[src/sfrx_pkg.sv]
// ----------------------------------------------------------------------------
// sfrx_pkg
// shared types and constants of the sync framed receiver
// ----------------------------------------------------------------------------
package sfrx_pkg;

  localparam int unsigned BYTE_W      = 8;
  localparam int unsigned DATA_W      = 32;
  localparam int unsigned STORE_DEPTH = 5;
  localparam int unsigned CNT_W       = 3;
  localparam int unsigned ADDR_W      = 4;
  localparam int unsigned PDATA_W     = 32;

  localparam logic [CNT_W-1:0] LAST_STORE = CNT_W'(STORE_DEPTH - 1);
  localparam logic [CNT_W-1:0] CHECK_CNT  = CNT_W'(STORE_DEPTH);

  // register indexes
  localparam logic [1:0] REG_SYNC_FIRST  = 2'd0;
  localparam logic [1:0] REG_SYNC_SECOND = 2'd1;
  localparam logic [1:0] REG_SYNC_THIRD  = 2'd2;

  typedef enum logic [3:0] {
    PH_FIRST   = 4'b0001,
    PH_SECOND  = 4'b0010,
    PH_THIRD   = 4'b0100,
    PH_COLLECT = 4'b1000
  } sfrx_phase_t;

  typedef struct packed {
    logic [BYTE_W-1:0] sync_first;
    logic [BYTE_W-1:0] sync_second;
    logic [BYTE_W-1:0] sync_third;
  } sfrx_cfg_t;

  typedef struct packed {
    logic [BYTE_W-1:0] frame_cmd;
    logic [DATA_W-1:0] frame_data;
    logic [BYTE_W-1:0] computed_sum;
    logic              sum_ok;
  } sfrx_res_t;

  typedef struct packed {
    logic collect;
    logic emit;
    logic go;
  } sfrx_stat_t;

endpackage

[src/sfrx_cfg.sv]
// ----------------------------------------------------------------------------
// sfrx_cfg
// apb register file holding the three sync bytes
// ----------------------------------------------------------------------------
module sfrx_cfg (
  input  logic                        clk,
  input  logic                        rst_n,
  input  logic                        psel,
  input  logic                        penable,
  input  logic                        pwrite,
  input  logic [sfrx_pkg::ADDR_W-1:0] paddr,
  input  logic [sfrx_pkg::PDATA_W-1:0] pwdata,
  output logic [sfrx_pkg::PDATA_W-1:0] prdata,
  output logic                        pready,
  output sfrx_pkg::sfrx_cfg_t         cfg
);
  import sfrx_pkg::*;

  logic [BYTE_W-1:0] first_r, second_r, third_r;
  logic              wr_en;
  logic [1:0]        idx;

  assign idx    = paddr[3:2];
  assign wr_en  = psel & penable & pwrite;
  assign pready = 1'b1;

  always_ff @(posedge clk) begin
    if (!rst_n) begin
      first_r  <= '0;
      second_r <= '0;
      third_r  <= '0;
    end else if (wr_en) begin
      case (idx)
        REG_SYNC_FIRST:  first_r  <= pwdata[BYTE_W-1:0];
        REG_SYNC_SECOND: second_r <= pwdata[BYTE_W-1:0];
        REG_SYNC_THIRD:  third_r  <= pwdata[BYTE_W-1:0];
        default: ;
      endcase
    end
  end

  always_comb begin
    case (idx)
      REG_SYNC_FIRST:  prdata = PDATA_W'(first_r);
      REG_SYNC_SECOND: prdata = PDATA_W'(second_r);
      REG_SYNC_THIRD:  prdata = PDATA_W'(third_r);
      default:         prdata = '0;
    endcase
  end

  assign cfg.sync_first  = first_r;
  assign cfg.sync_second = second_r;
  assign cfg.sync_third  = third_r;

endmodule

[src/sfrx_core.sv]
// ----------------------------------------------------------------------------
// sfrx_core
// input register, sync hunt, payload store and frame check
// ----------------------------------------------------------------------------
module sfrx_core (
  input  logic                       clk,
  input  logic                       rst_n,
  input  sfrx_pkg::sfrx_cfg_t        cfg,
  input  logic                       in_valid,
  input  logic [sfrx_pkg::BYTE_W-1:0] in_rx_byte,
  output logic                       in_stall,
  input  logic                       res_take,
  output logic                       res_valid,
  output sfrx_pkg::sfrx_res_t        res,
  output sfrx_pkg::sfrx_stat_t       stat
);
  import sfrx_pkg::*;

  logic                  s1_valid_r;
  logic [BYTE_W-1:0]     s1_byte_r;
  sfrx_phase_t           phase_r, phase_nxt;
  logic [CNT_W-1:0]      cnt_r, cnt_nxt;
  logic [BYTE_W-1:0]     store_r [STORE_DEPTH];
  logic                  emit, go, step, store_wr;
  logic [BYTE_W-1:0]     sum;

  assign emit     = s1_valid_r && (phase_r == PH_COLLECT) && (cnt_r == CHECK_CNT);
  assign go       = !emit || res_take;
  assign step     = s1_valid_r && go;
  assign in_stall = s1_valid_r && !go;
  assign store_wr = step && (phase_r == PH_COLLECT) && (cnt_r <= LAST_STORE);

  // input register
  always_ff @(posedge clk) begin
    if (!rst_n) begin
      s1_valid_r <= 1'b0;
    end else if (!in_stall) begin
      s1_valid_r <= in_valid;
    end
  end

  always_ff @(posedge clk) begin
    if (in_valid && !in_stall) begin
      s1_byte_r <= in_rx_byte;
    end
  end

  always_comb begin
    phase_nxt = phase_r;
    cnt_nxt   = cnt_r;
    case (phase_r)
      PH_FIRST: begin
        if (s1_byte_r == cfg.sync_first) phase_nxt = PH_SECOND;
      end
      PH_SECOND: begin
        phase_nxt = (s1_byte_r == cfg.sync_second) ? PH_THIRD : PH_FIRST;
      end
      PH_THIRD: begin
        phase_nxt = (s1_byte_r == cfg.sync_third) ? PH_COLLECT : PH_FIRST;
        cnt_nxt   = '0;
      end
      PH_COLLECT: begin
        if (cnt_r <= LAST_STORE) begin
          cnt_nxt = cnt_r + CNT_W'(1);
        end else begin
          cnt_nxt   = '0;
          phase_nxt = PH_FIRST;
        end
      end
      default: begin
        phase_nxt = PH_FIRST;
        cnt_nxt   = '0;
      end
    endcase
  end

  always_ff @(posedge clk) begin
    if (!rst_n) begin
      phase_r <= PH_FIRST;
      cnt_r   <= '0;
    end else if (step) begin
      phase_r <= phase_nxt;
      cnt_r   <= cnt_nxt;
    end
  end

  always_ff @(posedge clk) begin
    if (store_wr) begin
      store_r[cnt_r] <= s1_byte_r;
    end
  end

  assign sum = store_r[0] ^ store_r[1] ^ store_r[2] ^ store_r[3] ^ store_r[4];

  assign res_valid        = emit;
  assign res.frame_cmd    = store_r[0];
  assign res.frame_data   = {store_r[4], store_r[3], store_r[2], store_r[1]};
  assign res.computed_sum = sum;
  assign res.sum_ok       = (sum == s1_byte_r);

  assign stat.collect = (phase_r == PH_COLLECT);
  assign stat.emit    = emit;
  assign stat.go      = go;

endmodule

[src/sfrx_out.sv]
// ----------------------------------------------------------------------------
// sfrx_out
// result register between the frame check and the output channel
// ----------------------------------------------------------------------------
module sfrx_out (
  input  logic                clk,
  input  logic                rst_n,
  input  logic                res_valid,
  input  sfrx_pkg::sfrx_res_t res,
  output logic                res_take,
  output logic                out_valid,
  input  logic                out_stall,
  output sfrx_pkg::sfrx_res_t out_res
);
  import sfrx_pkg::*;

  logic      valid_r;
  sfrx_res_t res_r;

  assign res_take = !valid_r || !out_stall;

  always_ff @(posedge clk) begin
    if (!rst_n) begin
      valid_r <= 1'b0;
    end else if (res_take) begin
      valid_r <= res_valid;
    end
  end

  always_ff @(posedge clk) begin
    if (res_take && res_valid) begin
      res_r <= res;
    end
  end

  assign out_valid = valid_r;
  assign out_res   = res_r;

endmodule

[src/sync_framed_receiver_xor_check.sv]
// ----------------------------------------------------------------------------
// sync_framed_receiver_xor_check
// hunts for a three byte sync word, collects command, data and checksum,
// and emits each frame with its xor sum and a checksum flag
// path: a byte is registered, checked and its frame result registered, so a
//   frame reaches out_valid via the input register and the result register
// throughput: one byte per cycle unless stalled, set by the single check stage
// reset: rst_n low clears sync registers, hunt state and both valid bits
// ----------------------------------------------------------------------------
module sync_framed_receiver_xor_check (
  input  logic                         clk,
  input  logic                         rst_n,
  input  logic                         psel,
  input  logic                         penable,
  input  logic                         pwrite,
  input  logic [sfrx_pkg::ADDR_W-1:0]  paddr,
  input  logic [sfrx_pkg::PDATA_W-1:0] pwdata,
  output logic [sfrx_pkg::PDATA_W-1:0] prdata,
  output logic                         pready,
  input  logic                         in_valid,
  output logic                         in_stall,
  input  logic [sfrx_pkg::BYTE_W-1:0]  in_rx_byte,
  output logic                         out_valid,
  input  logic                         out_stall,
  output logic [sfrx_pkg::BYTE_W-1:0]  out_frame_cmd,
  output logic [sfrx_pkg::DATA_W-1:0]  out_frame_data,
  output logic [sfrx_pkg::BYTE_W-1:0]  out_computed_sum,
  output logic                         out_sum_ok
);
  import sfrx_pkg::*;

  sfrx_cfg_t  cfg;
  sfrx_res_t  res, out_res;
  sfrx_stat_t stat;
  logic       res_valid, res_take;

  sfrx_cfg u_cfg (
    .clk     (clk),
    .rst_n   (rst_n),
    .psel    (psel),
    .penable (penable),
    .pwrite  (pwrite),
    .paddr   (paddr),
    .pwdata  (pwdata),
    .prdata  (prdata),
    .pready  (pready),
    .cfg     (cfg)
  );

  sfrx_core u_core (
    .clk        (clk),
    .rst_n      (rst_n),
    .cfg        (cfg),
    .in_valid   (in_valid),
    .in_rx_byte (in_rx_byte),
    .in_stall   (in_stall),
    .res_take   (res_take),
    .res_valid  (res_valid),
    .res        (res),
    .stat       (stat)
  );

  sfrx_out u_out (
    .clk       (clk),
    .rst_n     (rst_n),
    .res_valid (res_valid),
    .res       (res),
    .res_take  (res_take),
    .out_valid (out_valid),
    .out_stall (out_stall),
    .out_res   (out_res)
  );

  assign out_frame_cmd    = out_res.frame_cmd;
  assign out_frame_data   = out_res.frame_data;
  assign out_computed_sum = out_res.computed_sum;
  assign out_sum_ok       = out_res.sum_ok;

  // a frame is only emitted while collecting payload
  a_emit_collect: assert property (@(posedge clk) disable iff (!rst_n)
    stat.emit |-> stat.collect)
    else $error("frame emitted outside payload collection");

  // a delivered frame sends the hunt back to the first sync byte
  a_emit_rehunt: assert property (@(posedge clk) disable iff (!rst_n)
    stat.emit && stat.go |=> !stat.collect)
    else $error("hunt did not restart after frame");

  // an emitted frame always lands in the result register
  a_emit_lands: assert property (@(posedge clk) disable iff (!rst_n)
    stat.emit && stat.go |=> out_valid)
    else $error("emitted frame lost");

  // input side only holds off while a frame waits on a full result register
  a_stall_cause: assert property (@(posedge clk) disable iff (!rst_n)
    in_stall |-> stat.emit && out_valid && out_stall)
    else $error("input stalled without a blocked frame");

endmodule
[config.mk]
export PLATFORM = sky130hd
export DESIGN_NAME = sync_framed_receiver_xor_check
export DESIGN_NICKNAME = d
export VERILOG_FILES = /design/src/sfrx_pkg.sv /design/src/sfrx_cfg.sv /design/src/sfrx_core.sv /design/src/sfrx_out.sv /design/src/sync_framed_receiver_xor_check.sv
export SDC_FILE = /design/constraint.sdc
export NUM_CORES = 1
export LEC_CHECK = 0
export ABC_AREA = 1
export ABC_CLOCK_PERIOD_IN_PS = 3400
export BUFFER_PORTS_ARGS = -buffer_cell sky130_fd_sc_hd__buf_2
export CAP_MARGIN = 20
export CORE_ASPECT_RATIO = 0.75
export CORE_MARGIN = 8
export CORE_UTILIZATION = 40
export CTS_BUF_LIST = sky130_fd_sc_hd__clkbuf_8 sky130_fd_sc_hd__clkbuf_16
export DETAILED_ROUTE_END_ITERATION = 10
export GPL_ROUTABILITY_DRIVEN = 0
export SETUP_SLACK_MARGIN = 0.02
export SYNTH_ARGS = -nofsm -noshare
export SYNTH_HDL_FRONTEND = slang
export SYNTH_SLANG_ARGS = --single-unit
[constraint.sdc]
create_clock -name clk -period 3.4 [get_ports clk]
set_input_delay 0.34 -clock clk [delete_from_list [all_inputs] [get_ports clk]]
set_output_delay 0.34 -clock clk [all_outputs]
set_load 0.05 [all_outputs]
==> reports/metrics.yaml, run 1 <==
hold_buffers: 0
firstDrtPassIters: 5
grt_max_degree: 50
r2r_start: "u_core.cnt_r[1]"
detail-route-antenna-nets: 0
timing.max_cap.violations: 0
setup_viol: 0
drc: 0
worst_setup_path_end_kind: "primary output"
crit_chain: "inv_1 -> ha_1 -> nand2_1 -> nor2_4 -> nand3_4 -> inv_1 -> buf_2"
n_antenna_cell: 0
crit_buf_inv: 3
die_h_um: 121
critical_path.top_delay_family: "buffers and inverters"
n_fill_cell: 1306
start_kind: "flop"
core_um2: 14500
layout_commonest_cell: "nand2_1"
post-cts-setup-buffer-count: 0
ys_seq_elements: 130
worstMarginPinSlew_ps: 642
drt_iter0_drc: 257
clkPwrFrac_pct: 49.3
synth_top_area_share_pct: 49.1
clkTransAtPathRegs_ps: 60
numPortBuffers: 83
yosys_warnings: 0
arrival_ps: 1660
place_hpwl_mm: 9.61
swShare_pct: 21.4
vias: 4288
critPathKind: "reg2out"
slew_viol_final: 0
period_minus_slack_ps: 2000
antenna_found_initial: 0
clock-sinks: 130
cp.required_ps: 3060
crit_top_cell: "inv_1"
worst_path_max_delay_cell: "dfxtp_1"
p_seq_share_pct: 46.1
wl_mm: 13.2
worst_hold_path_type: "in2reg"
r2r.worst_path.cells: 7
synth.avg_cell_area_um2: 9.65
cts.repair.resized: 0
netlist_instances: 615
p_switching_uw: 811
grt.overflow.total: 0
boundaryPins: 135
vias_per_cell: 4.64
internal-power_uw: 2980
cts_root_buf: "clkbuf_16"
final-hold-violation-count: 0
routedWlPerCell_um: 14.2
dieArea_um2: 19000
nNetsFinal: 766
grt.total_usage_pct: 14.1
yosysSeqAreaShare_pct: 60.2
netlist_area_um2: 5940
htree_levels: 4
fin_crit_sh_pct: 58.9
fin_worst_skew_ps: 7.22
area_growth_pct: 20.1
cts_made_buffers: 17
instances_no_fill: 925
max-slew-margin-rel_pct: 57.2
layout-drive-gt1-share_pct: 18.9
finalSetupTns_ps: 0
leakage_uw: 0.00308
outcome: "finished, final reports clean"
clk_path_buf_depth: 2
synth_area_leaders: "edfxtp_1 (49%), dfxtp_1 (11%), nand2_1 (9.8%)"
r2r_end: "u_out.out_res[12]"
hold_ws_ps: 101
final_cell_mix: "nand2_1 (155), edfxtp_1 (97), buf_2 (83), inv_1 (78), nand3_1 (51)"
p_per_area_nw_per_um2: 532
pwr-share-comb_pct: 4.7
dieWidth_um: 157
grt_pass1_wl_mm: 20.6
hold_depth: 1
rrSetupSlack_ps: 1450
multiInputGateArea_um2: 1920
cts_tree: "built"
path_max_fanout: 6
critPathMaxStageDelay_ps: 350
rsz0062_at_grt: "no"
register_area_um2: 3570
dp.cells: 893
initial_core_util_pct: 40.9
holdPathEnd: "u_core.s1_byte_r[4]"
insertion_delay_ps: 410
rows: 38
peakVddDrop_mv: 0.322
clock.fmax_mhz: 499
hp-start: "in_rx_byte[4]"
grt_pass1_vias: 4189
synth_top_area_cell: "edfxtp_1"
ys_types: 32
[power groups by stage]
stage / clock network [µW] / logic [µW] / registers (µW)
after floorplan: 0 / 169 / 1760
after global placement: 0 / 174 / 1780
after detailed placement: 0 / 175 / 1780
after CTS: 1900 / 176 / 1750
after global routing: 1960 / 194 / 1750
final: 1870 / 177 / 1750
[cell usage after synthesis]
cell type and instances:
a21oi_1 19, a31oi_1 1, buf_2 2, buf_4 25, buf_6 1, clkbuf_1 2, clkbuf_2 4, conb_1 2
dfxtp_1 33, edfxtp_1 97, ha_1 3, inv_1 75, inv_2 6, nand2_1 155, nand2_2 5, nand2_4 1
nand3_1 51, nand3_4 1, nand3b_1 3, nand4_1 1, nor2_1 50, nor2_2 1, nor2_4 3, nor3_1 5
nor4_1 1, o211ai_1 4, o21ai_0 26, o21ai_2 1, o221ai_1 4, or2_1 1, xnor2_1 19, xor2_1 13
[cell type report]
type / instances / area share [%]
Inverter: 81 / 4.27
Clock buffer: 21 / 6.74
Multi-Input combinational cell: 393 / 27.0
Timing Repair Buffer: 89 / 6.46
Tap cell: 200 / 3.51
Sequential cell: 130 / 50.1
Clock inverter: 11 / 1.91
[registers in the layout, summed over array words and instances, names as in the netlist]
signal,count
u_core.s1_byte_r,8
u_core.cnt_r,3
u_core.phase_r,4
u_core.store_r,40
u_core.s1_valid_r,1
u_cfg.first_r,8
u_cfg.third_r,8
u_out.out_res,49
u_out.out_valid,1
u_cfg.second_r,8
[worst max-delay path by stage]
stage	from	endpoint	slack, ps	depth (start not counted)
6_report	u_core.cnt_r[1]	in_stall	1400	7
5_1_grt	u_core.cnt_r[1]	in_stall	1290	7
4_1_cts	u_core.cnt_r[1]	in_stall	1370	7
3_5_place_dp	u_core.cnt_r[1]	u_out.out_res[36]	1440	7
3_3_place_gp	u_core.cnt_r[1]	u_out.out_res[2]	1490	7
2_1_floorplan	u_core.cnt_r[1]	u_out.out_res[0]	70	6
[through the flow]
step	instance area, µm²	utilization, %	setup slack (ps)	total power (µW)
after floorplan	6020	-	71.3	1930
after global placement	6510	44.9	1490	1950
after detailed placement	6510	44.9	1440	1950
after CTS	7130	49.1	1370	3820
after global routing	7130	49.1	1290	3900
final	7130	49.1	1400	3790
[cell families after synthesis]
logic type | after synthesis | synth area share, %
compound gates | 55 | 5.14
xor+xnor | 32 | 4.72
fa+ha+maj | 3 | 0.632
buf+inv | 115 | 9.11
flops | 130 | 60.2
other cells | 2 | 0.127
simple gates | 278 | 20.1
[layer usage]
layer,up-vias,global-route usage [%],share of wire (%)
li1,2160,-,-
met5,-,0,0
met1,1995,17.2,46
met4,0,6.17,1.6
met2,118,22.9,47
met3,15,4.27,5.3
Power figures use the tool's default switching activity.
==> run 2: changes to the inputs <==
--- a/config.mk
+++ b/config.mk
@@ -5,8 +5,8 @@
 export SDC_FILE = /design/constraint.sdc
 export NUM_CORES = 1
 export LEC_CHECK = 0
-export ABC_AREA = 1
-export ABC_CLOCK_PERIOD_IN_PS = 3400
+export ABC_AREA = 0
+export ABC_CLOCK_PERIOD_IN_PS = 1800
 export BUFFER_PORTS_ARGS = -buffer_cell sky130_fd_sc_hd__buf_2
 export CAP_MARGIN = 20
 export CORE_ASPECT_RATIO = 0.75
@@ -15,6 +15,7 @@
 export CTS_BUF_LIST = sky130_fd_sc_hd__clkbuf_8 sky130_fd_sc_hd__clkbuf_16
 export DETAILED_ROUTE_END_ITERATION = 10
 export GPL_ROUTABILITY_DRIVEN = 0
+export PLACE_DENSITY = 0.65
 export SETUP_SLACK_MARGIN = 0.02
 export SYNTH_ARGS = -nofsm -noshare
 export SYNTH_HDL_FRONTEND = slang
==> constraint.sdc (replaced) <==
create_clock -name clk -period 1.8 [get_ports clk]
set_input_delay 0.18 -clock clk [delete_from_list [all_inputs] [get_ports clk]]
set_output_delay 0.18 -clock clk [all_outputs]
set_load 0.05 [all_outputs]
==> run 2 against run 1 <==
Effect of this change: the run now ends with negative setup slack left; sequential share of layout area fell by 2.6 points; sequential power up 87%; utilization up 6.4 points; critical path type is now reg2reg.
==> reports/metrics.yaml, run 2 <==
synth.avg_cell_area_um2: 14.0
finalSetupTns_ps: -7220
p_switching_uw: 1650
timing.max_cap.violations: 0
leakage_uw: 0.00281
detail-route-antenna-nets: 0
dp.cells: 677
ys_types: 39
place_area_um2: 6380
grt.overflow.total: 0
wl_mm: 12.9
multiInputGateArea_um2: 1990
worst_setup_path_end_kind: "flop"
drc: 0
ys_async_sr_fraction_pct: 0
peakVddDrop_mv: 0.810
clk_path_buf_depth: 2
final_cell_mix: "edfxtp_1 (97), buf_2 (82), buf_4 (49), xnor2_1 (37), dfxtp_1 (28)"
firstDrtPassIters: 4
path_max_fanout: 5
clock.fmax_mhz: 513
p_seq_share_pct: 45.2
wl_met2_mm: 6.15
arrival_ps: 2080
clkPwrFrac_pct: 49.2
clock-sinks: 130
synth_top_area_share_pct: 52.9
register_area_um2: 3580
synth_area_leaders: "edfxtp_1 (53%), dfxtp_1 (12%), xnor2_1 (7.0%)"
n_fill_cell: 1101
fin_crit_sh_pct: 108
synth_ff_type: "edfxtp_1"
power.total_uw: 7230
netlist_instances: 394
fin_area_um2: 7540
ys_seq_elements: 130
routedWlPerCell_um: 17.4
synth_commonest_cells: "edfxtp_1 (97), xnor2_1 (44), dfxtp_1 (33)"
dieWidth_um: 151
numPortBuffers: 83
synth_most_common_cell: "edfxtp_1"
start_kind: "flop"
synth_top_area_cell: "edfxtp_1"
grt_max_degree: 21
dr_wl_met3_mm: 1.13
swShare_pct: 22.8
insertion_delay_ps: 420
area_growth_pct: 36.9
internal-power_uw: 5580
grt_pass1_wl_mm: 19.7
instances_no_fill: 740
yosysSeqAreaShare_pct: 64.9
cts_made_buffers: 17
wl_met1_mm: 5.42
die_h_um: 118
drt_iter0_drc: 223
initial_core_util_pct: 40.6
period_minus_slack_ps: 1950
failed_checks: "negative setup slack"
rows: 37
largest_reg_flops: 49
vias: 3499
fin_worst_skew_ps: 7.55
nNetsFinal: 606
synth_edf_count: 97
setup_viol: 76
p_per_area_nw_per_um2: 959
grt_pass1_vias: 3731
htree_levels: 4
yosys_warnings: 0
place_hpwl_mm: 8.74
top_layer_used: "met4"
setup_slack_ps: -150
rsz0062_at_grt: "yes"
cts_root_buf: "clkbuf_16"
critPathKind: "reg2reg"
layout_commonest_cell: "edfxtp_1"
pwr-share-comb_pct: 5.6
boundaryPins: 135
grt.total_usage_pct: 14.6
clkTransAtPathRegs_ps: 60
final-hold-violation-count: 0
netlist_area_um2: 5510
antenna_found_initial: 0
worst_hold_path_type: "in2reg"
vias_per_cell: 4.73
n_antenna_cell: 0
core_um2: 13600
cts_tree: "built"
dieArea_um2: 17800
slew_viol_final: 0
outcome: "complete, but fails checks"
cp.required_ps: 1930
layout-drive-gt1-share_pct: 38.8
[run 2: changes by cell type after synthesis, moves of 24 or more]
| cell | previous run | this run |
|---|---|---|
| mux2i_1 | 0 | 24 |
| xnor2_1 | 19 | 44 |
| inv_1 | 75 | 3 |
| nand3_1 | 51 | 14 |
| nand2_1 | 155 | 28 |
| nor2_1 | 50 | 6 |
[run 2: cell families after synthesis]
kind of cell,count (synthesis),share of synthesized area (%)
AND/OR/NAND/NOR,99,10.1
XOR/XNOR,59,11.1
AO/OA/AOI/OAI,35,4.07
flip-flops,130,64.9
other,2,0.136
multiplexers,24,4.36
buffers and inverters,42,4.57
adder cells (fa/ha/maj),3,0.682
[run 2: what timing repair did]
item                                    4_1_cts  5_1_grt
pin swaps                                     6        9
gates cloned                                  2        3
hold endpoints to repair                      9        0
gates resized for setup                      29       19
hold buffers                                  9        0
buffers inserted                              8       10
endpoints found under the setup margin       88       88
[run 2: layout make-up]
cell class	instances	area share (%)
timing repair buffer	155	15.0
multi-input combinational	245	26.4
inverter	3	0.183
clock inverter	15	2.37
tap	175	2.90
sequential	130	47.6
clock buffer	17	5.64
[run 2: final timing paths]
| kind | start | to | slack (ps) | cells past startpoint |
|---|---|---|---|---|
| worst min register to register | u_core.store_r[1][0] | u_out.out_res[9] | 460 | 0 |
| worst min-delay path | pwdata[3] | u_cfg.second_r[3] | 50 | 3 |
| worst max-delay path | u_core.phase_r[0] | u_out.out_res[8] | -150 | 5 |
| worst max register to register | u_core.phase_r[0] | u_out.out_res[8] | -150 | 5 |
[run 2: stage by stage]
step | hold slack (ps) | setup WS (ps) | util [%]
3_3_place_gp | 360 | -176 | 47.1
3_5_place_dp | 359 | -193 | 47.1
6_report | 48.7 | -150 | 55.6
2_1_floorplan | 279 | -591 | -
5_1_grt | 41.0 | -185 | 55.6
4_1_cts | 31.9 | -144 | 54.0
[run 2: worst max-delay path: stages, from the launching register on]
cell	delay (ps)
dfxtp_2	330
or4b_4	570
or2_4	260
a21oi_4	190
buf_6	170
clkbuf_16	140
[run 2: power by group through the flow]
stage / clock network, µW / registers [µW] / logic (µW)
after global routing: 3770 / 3270 / 432
after detailed placement: 0 / 3340 / 346
final: 3560 / 3270 / 403
after floorplan: 0 / 3310 / 302
after CTS: 3610 / 3270 / 364
after global placement: 0 / 3340 / 343
[run 2: routing by layer]
layer / global-route usage, % / up-vias
met3: 4.61 / 17
met4: 5.55 / 0
met2: 22.9 / 129
met1: 18.3 / 1667
met5: 0 / -
li1: - / 1686
==> run 3: changes to the inputs <==
--- a/config.mk
+++ b/config.mk
@@ -15,6 +15,7 @@
 export CTS_BUF_LIST = sky130_fd_sc_hd__clkbuf_8 sky130_fd_sc_hd__clkbuf_16
 export DETAILED_ROUTE_END_ITERATION = 10
 export GPL_ROUTABILITY_DRIVEN = 0
+export GPL_TIMING_DRIVEN = 0
 export PLACE_DENSITY = 0.65
 export SETUP_SLACK_MARGIN = 0.02
 export SYNTH_ARGS = -nofsm -noshare
==> run 3 against run 2 <==
Effect of this change: the flow still finishes with violations (negative setup slack); largest power group unchanged; global-route usage about the same; clock skew increased by 6.2 ps; final cell count increased by 0.81%; via count decreased by 1.4%; sequential share of layout area decreased by 0.22 points; worst setup slack got worse by 28 ps; critical path depth increased by 3; clock power decreased by 3%; power decreased by 1.3%; sequential power about the same; non-clock buffer count increased by 5; hold slack improved by 5.6 ps.
==> reports/metrics.yaml, run 3 (same netlist as run 2, synthesis figures left out) <==
outcome: "complete, but fails checks"
failed_checks: "negative setup slack"
p_per_area_nw_per_um2: 940
max-slew-margin-rel_pct: 35.9
final-hold-violation-count: 0
setup_slack_ps: -178
wl_mm: 13.1
final_cell_mix: "edfxtp_1 (97), buf_2 (82), xnor2_1 (42), buf_4 (38), nand2_1 (28)"
drc: 0
peakVddDrop_mv: 0.756
fin_crit_sh_pct: 110
clk_path_buf_depth: 2
dieWidth_um: 151
clkTransAtPathRegs_ps: 60
rrSetupSlack_ps: -180
nNetsFinal: 612
cts_root_buf: "clkbuf_16"
rows: 37
timing.max_cap.violations: 0
multiInputGateArea_um2: 1980
met1_usage_pct: 18.5
numPortBuffers: 83
dp.cells: 676
layout-drive-gt1-share_pct: 38.0
period_minus_slack_ps: 1980
critPathKind: "reg2reg"
grt.overflow.total: 0
r2r_start: "u_core.cnt_r[1]"
largest_reg_flops: 49
initial_core_util_pct: 40.6
worst_setup_path_end_kind: "flop"
area_growth_pct: 37.7
cts_made_buffers: 17
crit_start: "u_core.cnt_r[1]"
leakage_uw: 0.00280
core_um2: 13600
use_met2_pct: 22.5
grt.total_usage_pct: 14.6
detail-route-antenna-nets: 0
slew_viol_final: 0
layout_commonest_cell: "edfxtp_1"
vias_per_cell: 4.62
boundaryPins: 135
register_area_um2: 3590
dieArea_um2: 17800
drt_iter0_drc: 155
grt_max_degree: 17
grt_pass1_vias: 3562
start_kind: "flop"
vias: 3450
cp.required_ps: 2140
top_usage_layer: "met2"
fin_worst_skew_ps: 13.8
cts_tree: "built"
insertion_delay_ps: 420
grt_pass1_wl_mm: 19.6
r2r_end: "u_core.cnt_r[1]"
finalSetupTns_ps: -10270
grtUsageMet3_pct: 4.61
firstDrtPassIters: 4
worstMarginPinSlew_ps: 956
place_hpwl_mm: 8.54
routedWlPerCell_um: 17.5
rsz0062_at_grt: "yes"
die_h_um: 118
r2r.worst_path.cells: 8
htree_levels: 4
clock-sinks: 130
clock.fmax_mhz: 505
antenna_found_initial: 0
worst_hold_path_type: "in2reg"
arrival_ps: 2320
setup_viol: 85
instances_no_fill: 746
n_antenna_cell: 0
crit_end: "u_core.cnt_r[1]"
n_fill_cell: 1138
path_max_fanout: 4
-- run 3: repair_timing --
| action | CTS | global route |
|---|---|---|
| setup endpoints to repair | 112 | 106 |
| gates cloned | 2 | 3 |
| pin swaps | 10 | 5 |
| gates resized for setup | 38 | 12 |
| hold endpoints to repair | 9 | 0 |
| hold buffers | 9 | 0 |
| buffers inserted | 20 | 7 |
-- run 3: critical path, cell delays in order (launching register included) --
cell	delay, ps
dfxtp_4	360
inv_4	50
ha_4	160
nand3_4	90
nor3_4	60
buf_4	130
or4b_4	570
or3_1	350
a21boi_1	130
-- run 3: power by group --
group | internal [µW] | switching, µW | total [µW]
Combinational | 158 | 259 | 417
Clock | 2080 | 1370 | 3450
Sequential | 3230 | 39.4 | 3260
Total | 5460 | 1670 | 7130
-- run 3: area by class of cell --
cell class | instances | area share (%)
plain buffers | 37 | 3.17
clock inverters | 15 | 2.23
flip-flops and latches | 130 | 47.3
repair buffers | 123 | 12.5
inverters | 3 | 0.181
well taps | 175 | 2.89
clock buffers | 17 | 5.61
multi-input cells | 246 | 26.1
-- run 3: how the worst min path moves through the flow --
stage                  start             endpoint  slack, ps  cells after the start
4_1_cts            pwdata[3]    u_cfg.second_r[3]         40                      3
3_5_place_dp   in_rx_byte[1]  u_core.s1_byte_r[1]        360                      1
5_1_grt            pwdata[6]    u_cfg.second_r[6]         60                      3
6_report           pwdata[3]    u_cfg.second_r[3]         50                      3
3_3_place_gp   in_rx_byte[0]  u_core.s1_byte_r[0]        360                      1
2_1_floorplan  in_rx_byte[0]  u_core.s1_byte_r[0]        280                      0
-- run 3: per-stage QoR --
stage / hold slack [ps] / cell area [µm²] / util (%) / power (µW) / setup WS (ps)
after floorplan: 279 / 5660 / - / 3620 / -591
after global placement: 361 / 6290 / 46.4 / 3710 / -880
after detailed placement: 359 / 6320 / 46.6 / 3710 / -681
after CTS: 44.0 / 7380 / 54.4 / 7170 / -146
after global routing: 56.6 / 7580 / 55.9 / 7360 / -233
final: 54.3 / 7580 / 55.9 / 7130 / -178
-- run 3: per-layer routing --
metal / share of wire [%] / vias up
met5: 0 / -
met4: 1.1 / 0
met3: 8.4 / 14
met2: 48 / 118
met1: 42 / 1620
li1: - / 1698
